$ cat config.mk
export PLATFORM = sky130hd
export DESIGN_NAME = random_posture_easing_generator
export DESIGN_NICKNAME = d
export VERILOG_FILES = /design/src/rpeg_pkg.sv /design/src/rpeg_datapath.sv /design/src/rpeg_ctrl.sv /design/src/random_posture_easing_generator.sv
export VERILOG_INCLUDE_DIRS = /design/src /design/src/src
export SDC_FILE = /design/constraint.sdc
export NUM_CORES = 2
export LEC_CHECK = 0
export ABC_AREA = 0
export CORE_MARGIN = 8
export CORE_UTILIZATION = 65
export CTS_CLUSTER_SIZE = 24
export DETAILED_ROUTE_END_ITERATION = 7
export DONT_BUFFER_PORTS = 1
export PLACE_DENSITY = 0.93
export SLEW_MARGIN = 20
export SYNTH_ARGS = -nofsm -noshare
export SYNTH_HDL_FRONTEND = slang
export SYNTH_HIERARCHICAL = 1
export SYNTH_SLANG_ARGS = --single-unit
$ cat constraint.sdc
create_clock -name clk -period 27.4 [get_ports clk]
set_input_delay 2.74 -clock clk [delete_from_list [all_inputs] [get_ports clk]]
set_output_delay 2.74 -clock clk [all_outputs]
set_load 0.005 [all_outputs]
$ cat src/assert_macros.svh
// Assertion macros shared by the RTL.
`ifndef ASSERT_MACROS_SVH
`define ASSERT_MACROS_SVH

// Same-cycle implication.
`define CHK_IMPLY(lbl, clk, rst, a, c) \
  lbl: assert property (@(posedge clk) disable iff (rst) (a) |-> (c)) \
    else $error("assertion failed");

// Next-cycle implication.
`define CHK_NEXT(lbl, clk, rst, a, c) \
  lbl: assert property (@(posedge clk) disable iff (rst) (a) |=> (c)) \
    else $error("assertion failed");

`endif

$ cat src/rpeg_pkg.sv
// Shared types and constants of the posture easing generator.
package rpeg_pkg;

  localparam logic [31:0] GOLDEN_SEED = 32'h9E3779B9;
  localparam int unsigned DIV_STEPS = 16;

  typedef enum logic [2:0] {
    REG_HOLD_MIN  = 3'd0,
    REG_HOLD_MAX  = 3'd1,
    REG_TRANS     = 3'd2,
    REG_ROLL_AMP  = 3'd3,
    REG_GAZE_AMP  = 3'd4,
    REG_ASYM_AMP  = 3'd5,
    REG_SEED      = 3'd6
  } reg_idx_t;

  typedef enum logic [4:0] {
    OP_NONE,
    OP_INIT,
    OP_RNG,
    OP_MUL_HOLD,
    OP_SET_HOLD,
    OP_TICK,
    OP_RECENTER,
    OP_START,
    OP_END,
    OP_MUL_TGT,
    OP_SET_TGT,
    OP_DIV_INIT,
    OP_DIV_STEP,
    OP_MUL_T2,
    OP_SET_T2,
    OP_MUL_EASE,
    OP_SET_EASE,
    OP_MUL_VAL,
    OP_SET_VAL,
    OP_COPY
  } op_t;

  typedef struct packed {
    op_t        op;
    logic [1:0] ch;
    logic       take_in;
    logic       load_out;
  } cmd_t;

  typedef struct packed {
    logic ge;
    logic moving;
    logic len_zero;
  } status_t;

endpackage

$ cat src/rpeg_datapath.sv
// Datapath: config registers, generator, clock, shared multiplier and divider.
module rpeg_datapath (
  input  logic           clk,
  input  logic           rst,
  input  logic           cfg_we,
  input  logic [2:0]     cfg_index,
  input  logic [31:0]    cfg_data,
  input  logic [15:0]    in_tick,
  input  rpeg_pkg::cmd_t cmd,
  output rpeg_pkg::status_t status,
  output logic [63:0]    out_data,
  output logic           out_moving
);
  import rpeg_pkg::*;

  logic [19:0] hold_min, hold_max, trans_ms;
  logic [14:0] amp [3];
  logic [31:0] seed;

  logic [31:0] rng_word, clock_ms, pstart;
  logic [20:0] plen;
  logic        moving;
  logic [15:0] tick;
  logic signed [15:0] start_v [4];
  logic signed [15:0] goal_v [4];
  logic signed [15:0] now_v [4];
  logic [16:0] t, t2, ease;
  logic [20:0] rem;
  logic signed [45:0] prod;

  logic [31:0] elapsed, rng_next;
  logic [19:0] span;
  logic [14:0] amp_sel;
  logic [21:0] rem2;
  logic [17:0] three_m;
  logic signed [16:0] diff;
  logic signed [17:0] tgt;
  logic signed [24:0] mul_a;
  logic signed [20:0] mul_b;

  always_comb begin
    elapsed  = clock_ms - pstart;
    span     = (hold_max >= hold_min) ? (hold_max - hold_min) : 20'd0;
    rng_next = rng_word ^ (rng_word << 13);
    rng_next = rng_next ^ (rng_next >> 17);
    rng_next = rng_next ^ (rng_next << 5);
    unique case (cmd.ch)
      2'd0:    amp_sel = amp[0];
      2'd3:    amp_sel = amp[2];
      default: amp_sel = amp[1];
    endcase
    rem2    = {rem, 1'b0};
    three_m = 18'd196608 - {t, 1'b0};
    diff    = {goal_v[cmd.ch][15], goal_v[cmd.ch]} - {start_v[cmd.ch][15], start_v[cmd.ch]};
    tgt     = $signed({1'b0, prod[39:23]}) - $signed({3'b0, amp_sel});
    unique case (cmd.op)
      OP_MUL_HOLD: begin
        mul_a = $signed({1'b0, rng_word[31:8]});
        mul_b = $signed({1'b0, span});
      end
      OP_MUL_TGT: begin
        mul_a = $signed({1'b0, rng_word[31:8]});
        mul_b = $signed({6'b0, amp_sel});
      end
      OP_MUL_T2: begin
        mul_a = $signed({8'b0, t});
        mul_b = $signed({4'b0, t});
      end
      OP_MUL_EASE: begin
        mul_a = $signed({8'b0, t2});
        mul_b = $signed({3'b0, three_m});
      end
      OP_MUL_VAL: begin
        mul_a = {{8{diff[16]}}, diff};
        mul_b = $signed({4'b0, ease});
      end
      default: begin
        mul_a = '0;
        mul_b = '0;
      end
    endcase
    status.ge       = elapsed >= {11'b0, plen};
    status.moving   = moving;
    status.len_zero = plen == 21'd0;
  end

  always_ff @(posedge clk) begin
    if (rst) begin
      hold_min <= 20'd2000;
      hold_max <= 20'd6000;
      trans_ms <= 20'd600;
      amp[0]   <= 15'd2560;
      amp[1]   <= 15'd1024;
      amp[2]   <= 15'd512;
      seed     <= '0;
    end else if (cfg_we) begin
      unique case (cfg_index)
        REG_HOLD_MIN: hold_min <= cfg_data[19:0];
        REG_HOLD_MAX: hold_max <= cfg_data[19:0];
        REG_TRANS:    trans_ms <= cfg_data[19:0];
        REG_ROLL_AMP: amp[0]   <= cfg_data[14:0];
        REG_GAZE_AMP: amp[1]   <= cfg_data[14:0];
        REG_ASYM_AMP: amp[2]   <= cfg_data[14:0];
        REG_SEED:     seed     <= cfg_data;
        default: ;
      endcase
    end
  end

  always_ff @(posedge clk) begin
    prod <= mul_a * mul_b;
    if (cmd.take_in) tick <= in_tick;
    if (cmd.load_out) begin
      out_data   <= {now_v[3], now_v[2], now_v[1], now_v[0]};
      out_moving <= moving;
    end
    unique case (cmd.op)
      OP_INIT: begin
        rng_word <= (seed != 32'd0) ? seed : GOLDEN_SEED;
        clock_ms <= '0;
        pstart   <= '0;
        moving   <= 1'b0;
        for (int i = 0; i < 4; i++) begin
          start_v[i] <= '0;
          goal_v[i]  <= '0;
          now_v[i]   <= '0;
        end
      end
      OP_RNG:      rng_word <= rng_next;
      OP_SET_HOLD: plen <= {1'b0, hold_min} + {1'b0, prod[43:24]};
      OP_TICK:     clock_ms <= clock_ms + {16'b0, tick};
      OP_RECENTER: begin
        moving <= 1'b0;
        pstart <= clock_ms;
        for (int i = 0; i < 4; i++) begin
          start_v[i] <= '0;
          goal_v[i]  <= '0;
          now_v[i]   <= '0;
        end
      end
      OP_START: begin
        for (int i = 0; i < 4; i++) start_v[i] <= now_v[i];
        moving <= 1'b1;
        plen   <= {1'b0, trans_ms};
        pstart <= clock_ms;
      end
      OP_END: begin
        moving <= 1'b0;
        pstart <= clock_ms;
      end
      OP_SET_TGT:  goal_v[cmd.ch] <= tgt[15:0];
      OP_DIV_INIT: begin
        rem <= elapsed[20:0];
        t   <= (plen == 21'd0) ? 17'h10000 : 17'd0;
      end
      OP_DIV_STEP: begin
        if (rem2 >= {1'b0, plen}) begin
          rem <= rem2[20:0] - plen;
          t   <= {t[15:0], 1'b1};
        end else begin
          rem <= rem2[20:0];
          t   <= {t[15:0], 1'b0};
        end
      end
      OP_SET_T2:   t2 <= prod[32:16];
      OP_SET_EASE: ease <= prod[32:16];
      OP_SET_VAL:  now_v[cmd.ch] <= start_v[cmd.ch] + prod[31:16];
      OP_COPY:     for (int i = 0; i < 4; i++) now_v[i] <= goal_v[i];
      default: ;
    endcase
  end

endmodule

$ cat src/rpeg_ctrl.sv
// Controller: sequences draws, division and easing multiplies per item.
`include "assert_macros.svh"
module rpeg_ctrl (
  input  logic              clk,
  input  logic              rst,
  input  logic              cfg_we,
  input  logic [2:0]        cfg_index,
  input  logic              s_tvalid,
  output logic              s_tready,
  input  logic              in_action,
  output logic              m_tvalid,
  input  logic              m_tready,
  input  rpeg_pkg::status_t status,
  output rpeg_pkg::cmd_t    cmd
);
  import rpeg_pkg::*;

  typedef enum logic [4:0] {
    S_INIT, S_HRNG, S_HMUL, S_HSET, S_IDLE, S_REC, S_TICK, S_CHK, S_STRT,
    S_TRNG, S_TMUL, S_TSET, S_END, S_DINIT, S_DIV, S_MT2, S_ST2, S_MEASE,
    S_SEASE, S_VMUL, S_VSET, S_COPY, S_OUT
  } state_t;

  state_t     state;
  logic [1:0] ch;
  logic [3:0] cnt;
  logic       ret_idle;
  logic       accept;
  logic       out_free;

  assign accept   = s_tvalid && s_tready;
  assign out_free = !m_tvalid || m_tready;
  assign s_tready = state == S_IDLE;

  always_comb begin
    cmd.ch       = ch;
    cmd.take_in  = accept;
    cmd.load_out = (state == S_OUT) && out_free;
    unique case (state)
      S_INIT:  cmd.op = OP_INIT;
      S_HRNG:  cmd.op = OP_RNG;
      S_HMUL:  cmd.op = OP_MUL_HOLD;
      S_HSET:  cmd.op = OP_SET_HOLD;
      S_REC:   cmd.op = OP_RECENTER;
      S_TICK:  cmd.op = OP_TICK;
      S_STRT:  cmd.op = OP_START;
      S_TRNG:  cmd.op = OP_RNG;
      S_TMUL:  cmd.op = OP_MUL_TGT;
      S_TSET:  cmd.op = OP_SET_TGT;
      S_END:   cmd.op = OP_END;
      S_DINIT: cmd.op = OP_DIV_INIT;
      S_DIV:   cmd.op = OP_DIV_STEP;
      S_MT2:   cmd.op = OP_MUL_T2;
      S_ST2:   cmd.op = OP_SET_T2;
      S_MEASE: cmd.op = OP_MUL_EASE;
      S_SEASE: cmd.op = OP_SET_EASE;
      S_VMUL:  cmd.op = OP_MUL_VAL;
      S_VSET:  cmd.op = OP_SET_VAL;
      S_COPY:  cmd.op = OP_COPY;
      default: cmd.op = OP_NONE;
    endcase
  end

  always_ff @(posedge clk) begin
    if (rst) begin
      state    <= S_INIT;
      ret_idle <= 1'b1;
      ch       <= '0;
      cnt      <= '0;
      m_tvalid <= 1'b0;
    end else begin
      if ((state == S_OUT) && out_free) m_tvalid <= 1'b1;
      else if (m_tready) m_tvalid <= 1'b0;
      unique case (state)
        S_INIT: begin
          ret_idle <= 1'b1;
          state    <= S_HRNG;
        end
        S_HRNG: state <= S_HMUL;
        S_HMUL: state <= S_HSET;
        S_HSET: state <= ret_idle ? S_IDLE : S_COPY;
        S_IDLE: begin
          if (cfg_we && cfg_index == REG_SEED) begin
            state <= S_INIT;
          end else if (accept) begin
            ret_idle <= 1'b0;
            state    <= in_action ? S_REC : S_TICK;
          end
        end
        S_REC:  state <= S_HRNG;
        S_TICK: state <= S_CHK;
        S_CHK: begin
          priority if (status.ge && !status.moving) state <= S_STRT;
          else if (status.ge) state <= S_END;
          else if (status.moving) state <= S_DINIT;
          else state <= S_COPY;
        end
        S_STRT: begin
          ch    <= '0;
          state <= S_TRNG;
        end
        S_TRNG: state <= S_TMUL;
        S_TMUL: state <= S_TSET;
        S_TSET: begin
          ch    <= ch + 2'd1;
          state <= (ch == 2'd3) ? S_DINIT : S_TRNG;
        end
        S_END:  state <= S_HRNG;
        S_DINIT: begin
          cnt   <= '0;
          state <= status.len_zero ? S_MT2 : S_DIV;
        end
        S_DIV: begin
          cnt <= cnt + 4'd1;
          if (cnt == 4'(DIV_STEPS - 1)) state <= S_MT2;
        end
        S_MT2:   state <= S_ST2;
        S_ST2:   state <= S_MEASE;
        S_MEASE: state <= S_SEASE;
        S_SEASE: begin
          ch    <= '0;
          state <= S_VMUL;
        end
        S_VMUL: state <= S_VSET;
        S_VSET: begin
          ch    <= ch + 2'd1;
          state <= (ch == 2'd3) ? S_OUT : S_VMUL;
        end
        S_COPY: state <= S_OUT;
        S_OUT: begin
          if (out_free) state <= S_IDLE;
        end
        default: state <= S_INIT;
      endcase
    end
  end

  `CHK_IMPLY(a_div_len, clk, rst, state == S_DIV, !status.len_zero)
  `CHK_NEXT(a_busy_after_in, clk, rst, accept, !s_tready)
  `CHK_IMPLY(a_load_free, clk, rst, cmd.load_out, out_free)

endmodule

$ cat src/random_posture_easing_generator.sv
// Top level of the random posture easing generator.
// Input channel s_*: one item per tick; s_tuser is the action (0 advance time
// by s_tdata ms, 1 recenter all channels). Output channel m_*: one item per
// input item carrying the four Q8.8 channel values and the transition flag.
// Config port: cfg_we with cfg_index/cfg_data writes one register per cycle;
// writing the seed while idle restarts the generator, clock and all values.
// Per item: in a hold phase the clock advances and the values are set to the
// targets; when a hold ends a transition starts with four target draws;
// inside a transition (and when one starts) a 16-step restoring divide gives
// the ratio, skipped for zero length, then six multiplies go through one
// shared multiplier; a transition end and a recenter draw a new hold length.
// One item is in work at a time; s_tready rises with m_tvalid, so a result
// waiting on m_tready does not block a new input.
// If the receiver stalls with a result still held, the block finishes the
// new item and then waits until the held result is taken.
// Reset: synchronous rst; after reset (and after a seed write while idle)
// the block draws its first hold length and s_tready stays low meanwhile.
module random_posture_easing_generator (
  input  logic        clk,
  input  logic        rst,
  input  logic        s_tvalid,
  output logic        s_tready,
  input  logic [15:0] s_tdata,   // tick_ms
  input  logic        s_tuser,   // action
  output logic        m_tvalid,
  input  logic        m_tready,
  output logic [63:0] m_tdata,   // roll_out, gaze_x_out, gaze_y_out, asym_out
  output logic        m_tuser,   // in_transition
  input  logic        cfg_we,
  input  logic [2:0]  cfg_index,
  input  logic [31:0] cfg_data
);
  import rpeg_pkg::*;

  cmd_t    cmd;
  status_t status;

  rpeg_ctrl u_ctrl (
    .clk       (clk),
    .rst       (rst),
    .cfg_we    (cfg_we),
    .cfg_index (cfg_index),
    .s_tvalid  (s_tvalid),
    .s_tready  (s_tready),
    .in_action (s_tuser),
    .m_tvalid  (m_tvalid),
    .m_tready  (m_tready),
    .status    (status),
    .cmd       (cmd)
  );

  rpeg_datapath u_dp (
    .clk        (clk),
    .rst        (rst),
    .cfg_we     (cfg_we),
    .cfg_index  (cfg_index),
    .cfg_data   (cfg_data),
    .in_tick    (s_tdata),
    .cmd        (cmd),
    .status     (status),
    .out_data   (m_tdata),
    .out_moving (m_tuser)
  );

endmodule
==> metrics.txt <==
die area=slightly below 0.09 sq mm; Final min period=between 10 and 15 ns; most numerous cell in the Yosys netlist=nand2_1; Synth Instances=approximately 5200; H-tree levels=2; yosys warns=6; FMAX=85.9 MHz; Crit. End Element=flip-flop; largest net degree at the start of global routing=116; CTS Root Cell=clkbuf_16; WP data required=around 28 ns; WL/cell=25.0 um; Cell Pwr Density=~95 mW/mm^2; Yosys cell types=100; Max Slew Vio Count=0; Switch Pwr=approximately 0.0024 W; unrepaired setup endpoints after global routing=no; Total Routed Length=156000 um; Startpoint Class=flip-flop; LEAKAGE=between 20 and 25 nW; Net Sw Frac=a little under half; CTS sink count=around 650; Worst path slowest cell=nand3_1; number of detailed-route iterations in the first pass=6; Core ar.=between 0.07 and 0.08 sq mm; Post-synth top cells=nand2_1 (706), inv_1 (686), fa_1 (502); Die Height=approximately 300 um; Slew HR=18.6%; initial core utilization=65.5%; GP Congestion=~1; Crit path arrival time=approximately 12 ns; combinational group share of total power=51.1%; CTS tree=built; top-level port count=between 100 and 150; status=completed; CP Max Fanout=42; number of flops mapped to enable cells by yosys=just under 500; port bufs=0; Vias=41000; initial antenna violation count=7; register area=0.0179 sq mm; P_int=~0.0029 W; Yosys reg bits=roughly 650; Final nets=roughly 6000; Num CTS Buffers=60; Syn-to-layout area delta=6.37%; # setup viols final=0; max-cap violations=0; Cell Area, Placed=0.0527 sq mm; Final Cell Area=~0.055 sq mm; Worst path max stage delay=0.92 ns; hold crit path type=flip-flop to flip-flop; Synth top area share=28.7%; Residual DRC=0; Least-Margin Pin Slew=1.22 ns; clk buf depth=3; Iteration-0 DRC Markers=5543; final period utilization=between 40 and 50%; Crit Path Category=flip-flop to flip-flop; Worst-path clk slew=0.07 ns; sequential share of the synthesized area=34.6%; Resize count post-CTS=0; vias in the first global route=41600; multi-input combinational cell area=between 0.03 and 0.04 sq mm; worst skew pair latency=0.66 ns; Post-synth ARST share=0%; Hold Vio Cnt, Final=0; total track usage=approximately a third; # Post-CTS Setup Buffers=0; average via count per standard cell=~6.6; Mean Syn Cell Area=approximately 9.9 sq um; Synth area leader=edfxtp_1; share of cells above drive strength 1=~5.5%; global route overflow=0; Setup Skew=between 0.04 and 0.05 ns; HPWL after DPL=between 100000 and 150000 um; ANT nets after route=0; Clk pwr share=between 10% and 20%; Std-Cell Rows=roughly 100; first-pass GRT wire length=approximately 240000 um; CP most frequent cell=fa_1; Die W=298 um; top post-synthesis cells by area=edfxtp_1 (29%), fa_1 (19%), ha_1 (7.3%); Post-CTS Hold Buffers=0; Flop pwr share=a little under a third; Netlist Area Pre-Place=around 0.052 sq mm; setup tns final=0 ns; fillcell total=~5300; Max IR drop VDD=a little under 0.08 mV; Post-synth top flop=edfxtp_1
## state kept, by name (all words and copies together), names as in the netlist, 16 cells and up
register	flops
u_dp/amp	45
u_dp/clock_ms	32
u_dp/ease	17
u_dp/goal_v	64
u_dp/hold_max	20
u_dp/hold_min	20
u_dp/now_v	64
u_dp/out_data	64
u_dp/plen	21
u_dp/prod	28
u_dp/pstart	32
u_dp/rem	21
u_dp/rng_word	32
u_dp/seed	32
u_dp/start_v	64
u_dp/t	17
u_dp/t2	17
u_dp/tick	16
u_dp/trans_ms	20
## cells in the final DEF (no fill, tap or decap), types with 25 or more instances in the layout
cell type	instances
dfxtp_1	152
nand4_1	29
nor2b_1	58
o21ai_0	176
a21o_1	51
ha_1	299
buf_4	74
fa_1	502
xor2_1	85
xnor2_1	151
inv_1	686
nand3_1	52
nor3_1	49
nand2_1	705
o21a_1	28
edfxtp_1	492
a22oi_1	47
nor2_1	426
nand2b_1	44
mux4_2	32
a22o_1	41
clkbuf_16	60
or3_1	25
and2_1	139
and3_1	26
a21oi_1	260
## worst max-delay path, delay by kind of cell, from the launching register on
kind,cells,cell delay [ns]
multiplexers,2,1.28
buffers and inverters,7,1.13
AND/OR/NAND/NOR,7,2.12
adder cells (fa/ha/maj),9,3.87
XOR/XNOR,1,0.17
AO/OA/AOI/OAI,9,2.58
flip-flops,1,0.32
## power by group through the flow
stage	sequential, W	clock [W]	combinational, W
detailed placement	0.00166	0	0.00253
floorplan	0.00152	0	0.00181
global placement	0.00164	0	0.00242
global route	0.00167	0.000928	0.00285
finish	0.00166	0.000891	0.00267
CTS	0.00164	0.000890	0.00257
## routing by layer
| metal | wire, um | vias to the layer above | global-route usage (%) |
|---|---|---|---|
| met5 | 46 | - | 0 |
| met4 | 11200 | 6 | 20.3 |
| met3 | 21000 | 795 | 9.69 |
| met2 | 69800 | 3181 | 53.6 |
| met1 | 53500 | 19800 | 42.6 |
| li1 | - | 17200 | - |
## path summary, 6_finish.rpt
check,start,to,slack (ns),cells past startpoint
max,u_ctrl/ch[0]$_SDFFE_PP0P_,u_dp/prod[31]$_DFF_P_,15.76,35
min,u_dp/now_v[1][12]$_DFFE_PP_,u_dp/out_data[28]$_DFFE_PP_,0.44,0
max reg2reg,u_ctrl/ch[0]$_SDFFE_PP0P_,u_dp/prod[31]$_DFF_P_,15.76,35
min reg2reg,u_dp/now_v[1][12]$_DFFE_PP_,u_dp/out_data[28]$_DFFE_PP_,0.44,0
## through the flow
step / worst slack, ns / instances / util, % / hold WS (ns) / power (W)
3_3_place_gp: 16.34 / 6100 / 66.9 / 0.422 / 0.00406
6_report: 15.76 / 6217 / 69.6 / 0.440 / 0.00522
4_1_cts: 15.99 / 6212 / 69.6 / 0.438 / 0.00510
5_1_grt: 15.23 / 6213 / 69.6 / 0.447 / 0.00545
2_1_floorplan: 17.11 / 5192 / - / 0.417 / 0.00333
3_5_place_dp: 16.07 / 6100 / 66.9 / 0.427 / 0.00418
## area by class of cell
type / count / area share [%]
diodes: 4 / 0.0183
clock buffers: 85 / 3.13
clock inverters: 27 / 0.689
inverters: 689 / 4.72
multi-input cells: 3641 / 55.4
flip-flops and latches: 646 / 32.6
well taps: 1050 / 2.40
repair buffers: 75 / 1.06
## cell families after synthesis
family / after synthesis / synth area share [%]
other: 1 / 0.00727
multiplexers: 60 / 1.95
AO/OA/AOI/OAI: 882 / 11.3
XOR/XNOR: 236 / 4.01
AND/OR/NAND/NOR: 1660 / 14.6
adder cells (fa/ha/maj): 801 / 26.7
flip-flops: 646 / 34.6
buffers and inverters: 905 / 6.75
Power figures use the tool's default switching activity.
